<file path="src/rtl/periodic_task_scheduler_unit_assert.svh">
// ----------------------------------------------------------------------------
// periodic task scheduler assertion macros
// Clocked assertion wrappers for the scheduler RTL; empty in synthesis builds.
// ----------------------------------------------------------------------------
`ifndef PERIODIC_TASK_SCHEDULER_UNIT_ASSERT_SVH
`define PERIODIC_TASK_SCHEDULER_UNIT_ASSERT_SVH

`ifndef SYNTHESIS

// plain property, sampled on clk, off during reset
`define PTS_ASSERT(name, prop, msg) \
	name: assert property (@(posedge clk) disable iff (!arst_n) (prop)) \
		else $error(msg);

// antecedent implies consequent in the same cycle
`define PTS_ASSERT_IMPL(name, ante, cons, msg) \
	name: assert property (@(posedge clk) disable iff (!arst_n) (ante) |-> (cons)) \
		else $error(msg);

`else

`define PTS_ASSERT(name, prop, msg)
`define PTS_ASSERT_IMPL(name, ante, cons, msg)

`endif

`endif

</file>
<file path="src/rtl/pts_pkg.sv">
// ----------------------------------------------------------------------------
// pts_pkg
// Shared widths, codes and result type of the periodic task scheduler.
// ----------------------------------------------------------------------------
package pts_pkg;

	// parameter defaults
	localparam int SLOTS_DEFAULT   = 16;
	localparam int ID_BITS_DEFAULT = 16;

	// fixed field widths
	localparam int KIND_W     = 2;
	localparam int TIME_W     = 32;
	localparam int TASK_ID_W  = 16;
	localparam int SLOT_OUT_W = 4;

	// input item kinds
	localparam logic [KIND_W-1:0] KIND_TICK   = 2'd0;
	localparam logic [KIND_W-1:0] KIND_ADD    = 2'd1;
	localparam logic [KIND_W-1:0] KIND_REMOVE = 2'd2;

	// result item kinds
	localparam logic [KIND_W-1:0] RES_ADD    = 2'd0;
	localparam logic [KIND_W-1:0] RES_REMOVE = 2'd1;
	localparam logic [KIND_W-1:0] RES_FIRED  = 2'd2;
	localparam logic [KIND_W-1:0] RES_DONE   = 2'd3;

	// last poll time after reset
	localparam logic [TIME_W-1:0] POLL_RESET = '1;

	// one result item
	typedef struct packed {
		logic [KIND_W-1:0]     kind;
		logic [SLOT_OUT_W-1:0] slot;
		logic                  ok;
		logic [TASK_ID_W-1:0]  id;
		logic [TIME_W-1:0]     late;
		logic                  last;
	} rsp_t;

endpackage

</file>
<file path="src/rtl/periodic_task_scheduler_unit.sv">
// ----------------------------------------------------------------------------
// periodic task scheduler unit
// Slot table of periodic tasks with add, remove and tick-driven firing.
// ----------------------------------------------------------------------------
// A sequencer walks the slot table one slot per cycle, waiting at a due slot
// while the result register is stalled, through a single read port of the
// table memory; one 32-bit adder computes lateness, new due times and first
// due times. A tick with a new time scans every slot and spends an extra
// step on each fired slot; a repeated tick time goes straight to the done
// result; an add or remove stops its scan when the id is found. The block
// takes no item while one is in work, but accepts the next item while the
// last result still waits in the output register.
// ----------------------------------------------------------------------------
`include "periodic_task_scheduler_unit_assert.svh"

module periodic_task_scheduler_unit #(
	parameter int SLOTS   = pts_pkg::SLOTS_DEFAULT,
	parameter int ID_BITS = pts_pkg::ID_BITS_DEFAULT
) (
	input  logic                                clk,
	input  logic                                arst_n,
	// request channel
	input  logic                                req_valid,
	output logic                                req_stall,
	input  logic [pts_pkg::KIND_W-1:0]          kind,
	input  logic signed [pts_pkg::TIME_W-1:0]   now_ticks,
	input  logic [pts_pkg::TASK_ID_W-1:0]       task_id,
	input  logic signed [pts_pkg::TIME_W-1:0]   period,
	input  logic signed [pts_pkg::TIME_W-1:0]   start_delay,
	// result channel
	output logic                                rsp_valid,
	input  logic                                rsp_stall,
	output logic [pts_pkg::KIND_W-1:0]          result_kind,
	output logic [pts_pkg::SLOT_OUT_W-1:0]      slot,
	output logic                                ok,
	output logic [pts_pkg::TASK_ID_W-1:0]       fired_id,
	output logic signed [pts_pkg::TIME_W-1:0]   lateness,
	output logic                                last
);

	localparam int SLOT_W = (SLOTS > 1) ? $clog2(SLOTS) : 1;
	localparam logic [SLOT_W-1:0] LAST_IDX = SLOT_W'(SLOTS - 1);

	typedef enum logic [5:0] {
		S_IDLE  = 6'b000001,
		S_SCAN  = 6'b000010,
		S_FIRE  = 6'b000100,
		S_PLACE = 6'b001000,
		S_REPLY = 6'b010000,
		S_DONE  = 6'b100000
	} state_t;

	state_t                       state_q, state_d;
	logic [SLOT_W-1:0]            idx_q, idx_d;
	logic [SLOT_W-1:0]            pick_q, pick_d;
	logic                         have_pick_q, have_pick_d;
	logic                         ok_q, ok_d;
	logic [pts_pkg::TIME_W-1:0]   last_poll_q;
	logic [SLOTS-1:0]             valid_q;

	// captured item
	logic [pts_pkg::KIND_W-1:0]   kind_q;
	logic signed [pts_pkg::TIME_W-1:0] now_q;
	logic [ID_BITS-1:0]           id_q;
	logic [pts_pkg::TIME_W-1:0]   per_q;
	logic [pts_pkg::TIME_W-1:0]   dly_q;

	// slot table memory
	logic [ID_BITS-1:0]           key_mem [SLOTS];
	logic [pts_pkg::TIME_W-1:0]   per_mem [SLOTS];
	logic [pts_pkg::TIME_W-1:0]   due_mem [SLOTS];
	logic [ID_BITS-1:0]           key_rd_q;
	logic [pts_pkg::TIME_W-1:0]   per_rd_q;
	logic signed [pts_pkg::TIME_W-1:0] due_rd_q;
	logic [SLOT_W-1:0]            rd_addr;
	logic [SLOT_W-1:0]            wr_addr;
	logic                         slot_wr;
	logic                         due_wr;
	logic                         vld_set;
	logic                         vld_clr;

	// shared adder
	logic [pts_pkg::TIME_W-1:0]   add_b;
	logic                         add_sub;
	logic [pts_pkg::TIME_W-1:0]   add_sum;

	// result register
	pts_pkg::rsp_t                rsp_q, rsp_d;
	logic                         rsp_valid_q;
	logic                         rsp_load;
	logic                         rsp_free;

	logic                         req_fire;
	logic                         cur_valid;
	logic                         key_hit;
	logic                         is_due;
	logic                         at_last;

	assign req_stall = (state_q != S_IDLE);
	assign req_fire  = req_valid && !req_stall;
	assign rsp_free  = !rsp_valid_q || !rsp_stall;

	assign cur_valid = valid_q[idx_q];
	assign key_hit   = cur_valid && (key_rd_q == id_q);
	assign is_due    = cur_valid && (now_q >= due_rd_q);
	assign at_last   = (idx_q == LAST_IDX);

	// shared adder: lateness while scanning, new due times otherwise
	always_comb begin
		unique case (state_q)
			S_FIRE: begin
				add_b   = per_rd_q;
				add_sub = 1'b0;
			end
			S_PLACE: begin
				add_b   = dly_q;
				add_sub = 1'b0;
			end
			default: begin
				add_b   = due_rd_q;
				add_sub = 1'b1;
			end
		endcase
		add_sum = now_q + (add_sub ? ~add_b : add_b) + {{(pts_pkg::TIME_W-1){1'b0}}, add_sub};
	end

	// sequencer
	always_comb begin
		state_d     = state_q;
		idx_d       = idx_q;
		pick_d      = pick_q;
		have_pick_d = have_pick_q;
		ok_d        = ok_q;
		rsp_load    = 1'b0;
		rsp_d       = '0;
		slot_wr     = 1'b0;
		due_wr      = 1'b0;
		vld_set     = 1'b0;
		vld_clr     = 1'b0;
		wr_addr     = idx_q;
		unique case (state_q)
			S_IDLE: begin
				idx_d = '0;
				if (req_fire) begin
					pick_d      = '0;
					have_pick_d = 1'b0;
					unique case (kind)
						pts_pkg::KIND_TICK: begin
							if (now_ticks == last_poll_q) begin
								ok_d    = 1'b0;
								state_d = S_DONE;
							end else begin
								ok_d    = 1'b1;
								state_d = S_SCAN;
							end
						end
						pts_pkg::KIND_ADD, pts_pkg::KIND_REMOVE: begin
							state_d = S_SCAN;
						end
						default: begin
							state_d = S_IDLE;
						end
					endcase
				end
			end
			S_SCAN: begin
				unique case (kind_q)
					pts_pkg::KIND_TICK: begin
						if (is_due) begin
							if (rsp_free) begin
								rsp_load   = 1'b1;
								rsp_d.kind = pts_pkg::RES_FIRED;
								rsp_d.slot = pts_pkg::SLOT_OUT_W'(idx_q);
								rsp_d.ok   = 1'b1;
								rsp_d.id   = pts_pkg::TASK_ID_W'(key_rd_q);
								rsp_d.late = add_sum;
								rsp_d.last = 1'b0;
								state_d    = S_FIRE;
							end
						end else if (at_last) begin
							state_d = S_DONE;
						end else begin
							idx_d = idx_q + SLOT_W'(1);
						end
					end
					pts_pkg::KIND_ADD: begin
						if (key_hit) begin
							pick_d  = idx_q;
							state_d = S_PLACE;
						end else begin
							if (!cur_valid && !have_pick_q) begin
								pick_d      = idx_q;
								have_pick_d = 1'b1;
							end
							if (at_last) begin
								if (have_pick_q || !cur_valid) begin
									state_d = S_PLACE;
								end else begin
									ok_d    = 1'b0;
									pick_d  = '0;
									state_d = S_REPLY;
								end
							end else begin
								idx_d = idx_q + SLOT_W'(1);
							end
						end
					end
					pts_pkg::KIND_REMOVE: begin
						if (key_hit) begin
							vld_clr = 1'b1;
							pick_d  = idx_q;
							ok_d    = 1'b1;
							state_d = S_REPLY;
						end else if (at_last) begin
							pick_d  = '0;
							ok_d    = 1'b0;
							state_d = S_REPLY;
						end else begin
							idx_d = idx_q + SLOT_W'(1);
						end
					end
					default: begin
						state_d = S_IDLE;
					end
				endcase
			end
			S_FIRE: begin
				// reschedule the fired slot at now plus its interval
				due_wr = 1'b1;
				if (at_last) begin
					state_d = S_DONE;
				end else begin
					idx_d   = idx_q + SLOT_W'(1);
					state_d = S_SCAN;
				end
			end
			S_PLACE: begin
				wr_addr = pick_q;
				if (rsp_free) begin
					slot_wr    = 1'b1;
					vld_set    = 1'b1;
					rsp_load   = 1'b1;
					rsp_d.kind = pts_pkg::RES_ADD;
					rsp_d.slot = pts_pkg::SLOT_OUT_W'(pick_q);
					rsp_d.ok   = 1'b1;
					rsp_d.last = 1'b1;
					state_d    = S_IDLE;
				end
			end
			S_REPLY: begin
				if (rsp_free) begin
					rsp_load   = 1'b1;
					rsp_d.kind = (kind_q == pts_pkg::KIND_ADD) ? pts_pkg::RES_ADD
					                                           : pts_pkg::RES_REMOVE;
					rsp_d.slot = pts_pkg::SLOT_OUT_W'(pick_q);
					rsp_d.ok   = ok_q;
					rsp_d.last = 1'b1;
					state_d    = S_IDLE;
				end
			end
			S_DONE: begin
				if (rsp_free) begin
					rsp_load   = 1'b1;
					rsp_d.kind = pts_pkg::RES_DONE;
					rsp_d.ok   = ok_q;
					rsp_d.last = 1'b1;
					state_d    = S_IDLE;
				end
			end
			default: begin
				state_d = S_IDLE;
			end
		endcase
	end

	// read address follows the slot the sequencer looks at next
	assign rd_addr = idx_d;

	// control state
	always_ff @(posedge clk or negedge arst_n) begin
		if (!arst_n) begin
			state_q     <= S_IDLE;
			idx_q       <= '0;
			pick_q      <= '0;
			have_pick_q <= 1'b0;
			ok_q        <= 1'b0;
			last_poll_q <= pts_pkg::POLL_RESET;
			valid_q     <= '0;
			rsp_valid_q <= 1'b0;
		end else begin
			state_q     <= state_d;
			idx_q       <= idx_d;
			pick_q      <= pick_d;
			have_pick_q <= have_pick_d;
			ok_q        <= ok_d;
			if (req_fire && (kind == pts_pkg::KIND_TICK)) begin
				last_poll_q <= now_ticks;
			end
			if (vld_set) begin
				valid_q[wr_addr] <= 1'b1;
			end
			if (vld_clr) begin
				valid_q[idx_q] <= 1'b0;
			end
			if (rsp_load) begin
				rsp_valid_q <= 1'b1;
			end else if (!rsp_stall) begin
				rsp_valid_q <= 1'b0;
			end
		end
	end

	// item capture and result payload
	always_ff @(posedge clk) begin
		if (req_fire) begin
			kind_q <= kind;
			now_q  <= now_ticks;
			id_q   <= ID_BITS'(task_id);
			per_q  <= period;
			dly_q  <= start_delay;
		end
		if (rsp_load) begin
			rsp_q <= rsp_d;
		end
	end

	// slot table memory, one write and one registered read a cycle
	always_ff @(posedge clk) begin
		if (slot_wr) begin
			key_mem[wr_addr] <= id_q;
			per_mem[wr_addr] <= per_q;
		end
		if (slot_wr || due_wr) begin
			due_mem[wr_addr] <= add_sum;
		end
		key_rd_q <= key_mem[rd_addr];
		per_rd_q <= per_mem[rd_addr];
		due_rd_q <= due_mem[rd_addr];
	end

	assign rsp_valid   = rsp_valid_q;
	assign result_kind = rsp_q.kind;
	assign slot        = rsp_q.slot;
	assign ok          = rsp_q.ok;
	assign fired_id    = rsp_q.id;
	assign lateness    = rsp_q.late;
	assign last        = rsp_q.last;

	// checks
	`PTS_ASSERT_IMPL(a_fired_not_last, rsp_valid && (result_kind == pts_pkg::RES_FIRED), !last, "fired item marked last")
	`PTS_ASSERT(a_fire_after_emit, (state_q == S_SCAN && rsp_load) |=> (state_q == S_FIRE && rsp_valid), "firing emit not followed by reschedule")
	`PTS_ASSERT_IMPL(a_fire_from_scan, state_q == S_FIRE, $past(state_q) == S_SCAN, "reschedule without a scan step")
	`PTS_ASSERT(a_add_busy, (req_fire && kind == pts_pkg::KIND_ADD) |=> req_stall, "add item did not start work")
	`PTS_ASSERT_IMPL(a_done_poll, rsp_load && rsp_d.kind == pts_pkg::RES_DONE && rsp_d.ok, last_poll_q == now_q, "new tick done without poll time update")

endmodule

</file>
<file path="config.mk">
export PLATFORM = sky130hd
export DESIGN_NAME = periodic_task_scheduler_unit
export DESIGN_NICKNAME = d
export VERILOG_FILES = /design/src/rtl/pts_pkg.sv /design/src/rtl/periodic_task_scheduler_unit.sv
export VERILOG_INCLUDE_DIRS = /design/src /design/src/rtl
export SDC_FILE = /design/constraint.sdc
export NUM_CORES = 2
export LEC_CHECK = 0
export BUFFER_PORTS_ARGS = -buffer_cell sky130_fd_sc_hd__buf_4
export CAP_MARGIN = 20
export CORE_UTILIZATION = 60
export DETAILED_ROUTE_END_ITERATION = 6
export GPL_ROUTABILITY_DRIVEN = 0
export GPL_TIMING_DRIVEN = 0
export HOLD_SLACK_MARGIN = 0.08
export PLACE_DENSITY = 0.77
export SKIP_LAST_GASP = 1
export SLEW_MARGIN = 5
export SYNTH_ARGS = -nofsm -noshare
export SYNTH_HDL_FRONTEND = slang
export SYNTH_SLANG_ARGS = --single-unit
</file>
<file path="constraint.sdc">
create_clock -name clk -period 16.3 [get_ports clk]
set_clock_uncertainty 0.1 [all_clocks]
set_input_delay 2.445 -clock clk [delete_from_list [all_inputs] [get_ports clk]]
set_output_delay 2.445 -clock clk [all_outputs]
set_load 0.05 [all_outputs]
</file>
==> results.json <==
{
  "finalSetupViolations": 0,
  "start_util": 0.605,
  "min_path_cells": 1,
  "synthTopCellsByArea": "edfxtp_1, mux2i_1, mux2_2, dfxtp_1, a21oi_1",
  "synth.most_common_cell": "edfxtp_1",
  "critPathKind": "flop to flop",
  "area_growth_pct": 15.5,
  "status": "finished with violations",
  "final_util": 0.698,
  "grt_max_degree": 66,
  "required_ns": 16.79,
  "post_synth.cell_area_avg_um2": 16.7,
  "grt_usage": 0.304,
  "ys_ff_latch": 1595,
  "vias_per_cell": 6.34,
  "dp_hpwl_um": 112000,
  "clock_path_buffers": 3,
  "fp.dieW_um": 331,
  "numCtsBuffers": 156,
  "drive_gt1_frac": 0.241,
  "leakage_nw": 24.5,
  "synth_area_mm2": 0.0648,
  "htree_levels": 4,
  "wl_um": 166000,
  "postCtsSetupBuffers": 0,
  "ys_types": 77,
  "hold_class": "flop to flop",
  "setup_ws_ns": 8.53,
  "grt_pass1_wl_um": 238000,
  "ff2ff_path_depth": 19,
  "std_cell_rows": 120,
  "grt-ovfl-total": 0,
  "crit_path_max_fanout": 17,
  "dieArea_mm2": 0.109,
  "crit_arrival_ns": 8.26,
  "maxCapViolCount": 0,
  "synth_warnings": 0,
  "dp_slack_ns": 8.35,
  "clock_latency_ns": 0.78,
  "max_freq_mhz": 129,
  "drc": 1,
  "drtAntennaViolNets": 0,
  "port_buffers": 175,
  "cp-start-kind": "flop",
  "drt_iter0_markers": 4424,
  "synth_top_cell_by_area": "edfxtp_1",
  "io_pins": 176,
  "cts_tree": "built",
  "finalCriticalPeriod_ns": 7.77,
  "worst_setup_path_end_kind": "flop",
  "relSlewSlack": 0.220,
  "cts-root-buf": "clkbuf_16",
  "routedWlPerCell_um": 28.5,
  "ys_seq_area_frac": 0.723,
  "synth.net_count": 4070,
  "multi_input_comb_area_mm2": 0.0168,
  "yosysTopAreaCellShare": 0.672,
  "fill_cells": 6666,
  "hold_viol_final": 0,
  "worst_slew_pin_slew_ns": 1.16,
  "drt_pass1_iterations": 7,
  "numClockSinks": 1595,
  "grt_pass1_vias": 36649,
  "tns_ns": 0,
  "finalMaxSlewViolations": 0,
  "regArea_mm2": 0.0468,
  "synthTopCellsByCount": "edfxtp_1, mux2i_1, mux2_2",
  "cts-hold-fix-buffers": 0,
  "rsz0062_at_grt": "false",
  "worst_ir_drop_vdd_v": 0.000114,
  "fin_crit_sh": 0.477,
  "synth_enable_flop_cells": 1450,
  "violations": "design-rule violations",
  "power.density_mw_per_mm2": 180,
  "nets": 4489,
  "synth_ff_type": "edfxtp_1",
  "antenna_found_initial": 14,
  "die_h_um": 331,
  "clk_pin_slew_ns": 0.06,
  "cts_resized": 0,
  "async_flop_share": 0.0408,
  "core_area_mm2": 0.107,
  "netlist_instances": 3879,
  "vias": 37031
}
-- logic make-up after synthesis --
kind of cell	Yosys count	share of synthesized area
simple gates	460	0.0329
compound gates	574	0.0579
flops	1595	0.723
buf+inv	256	0.0234
fa+ha+maj	73	0.0142
mux	842	0.138
xor+xnor	79	0.0107
-- routing by layer --
layer / GRT usage / routed length (µm)
met1: 0.386 / 61900
met2: 0.491 / 79200
met5: 0 / 110
met4: 0.164 / 9950
met3: 0.0666 / 15200
-- path summary, 6_finish.rpt --
| path | startpoint | to | slack [ns] |
|---|---|---|---|
| max in group asynchronous | arst_n | valid_q[12] | 13.85 |
| worst max-delay path | state_q[0] | lateness[29] | 8.53 |
| worst max register to register | state_q[0] | lateness[29] | 8.53 |
| worst min register to register | valid_q[12] | valid_q[12] | 0.40 |
| min in group asynchronous | arst_n | state_q[1] | 1.70 |
| worst min-delay path | valid_q[12] | valid_q[12] | 0.40 |
-- layout make-up --
class | instances | share of cell area
Antenna cell | 2 | 0.0000669
Buffer | 198 | 0.0174
Clock buffer | 211 | 0.0581
Clock inverter | 81 | 0.0110
Inverter | 58 | 0.00291
Multi-Input combinational cell | 2028 | 0.224
Sequential cell | 1595 | 0.626
Tap cell | 1403 | 0.0235
Timing Repair Buffer | 261 | 0.0367
-- sequential cells by signal, indices dropped and copies added (netlist names), 2 cells and up --
register and count:
dly_q 32, due_mem 512, due_rd_q 32, fired_id 16, id_q 16, idx_q 4, key_mem 256, key_rd_q 16
kind_q 2, last_poll_q 32, lateness 32, now_q 32, per_mem 512, per_q 32, per_rd_q 32, pick_q 4
result_kind 2, slot 4, state_q 6, valid_q 16
-- worst max-delay path: stages (launching register included) --
cell and delay [ns]:
dfstp_2 0.36, clkbuf_1 0.16, or4_1 0.48, clkbuf_1 0.18, nor3b_1 0.47, buf_4 0.26, clkbuf_1 0.55, buf_1 0.60
a22oi_1 0.35, o21ai_0 0.18, ha_1 0.34, nand2_1 0.12, nand3_1 0.10, or4b_2 0.64, o2111ai_1 0.48, a2111oi_0 0.31
o41ai_2 0.57, o21ai_0 0.26, xor2_2 0.72, and2_1 0.34
-- placed cells by master (no fill, tap or decap), drive strengths merged, types with 49 or more instances in the layout --
cell type and count:
edfxtp 1450, mux2i 484, buf 390, mux2 353
clkbuf 280, nor2 253, a21oi 216, o22ai 84
a221o 80, dfxtp 80, ha 72, inv 71
xnor2 70, o21ai 60, clkinv 51, nand2 49
-- per-stage QoR --
step	hold WS, ns	cell area, µm²	power (mW)	instances
4_1_cts	0.399	74700	13.4	5825
6_report	0.398	74800	13.5	5837
5_1_grt	0.416	74800	13.9	5835
3_5_place_dp	0.381	69500	9.76	5533
2_1_floorplan	0.355	64800	8.07	3879
3_3_place_gp	0.366	67800	9.54	5457
-- where the power goes --
group	internal, mW	leakage, nW	switching (mW)
Clock	2.08	2.54	1.54
Combinational	1.33	7.45	2.76
Sequential	5.49	14.5	0.273
Power figures use the tool's default switching activity.
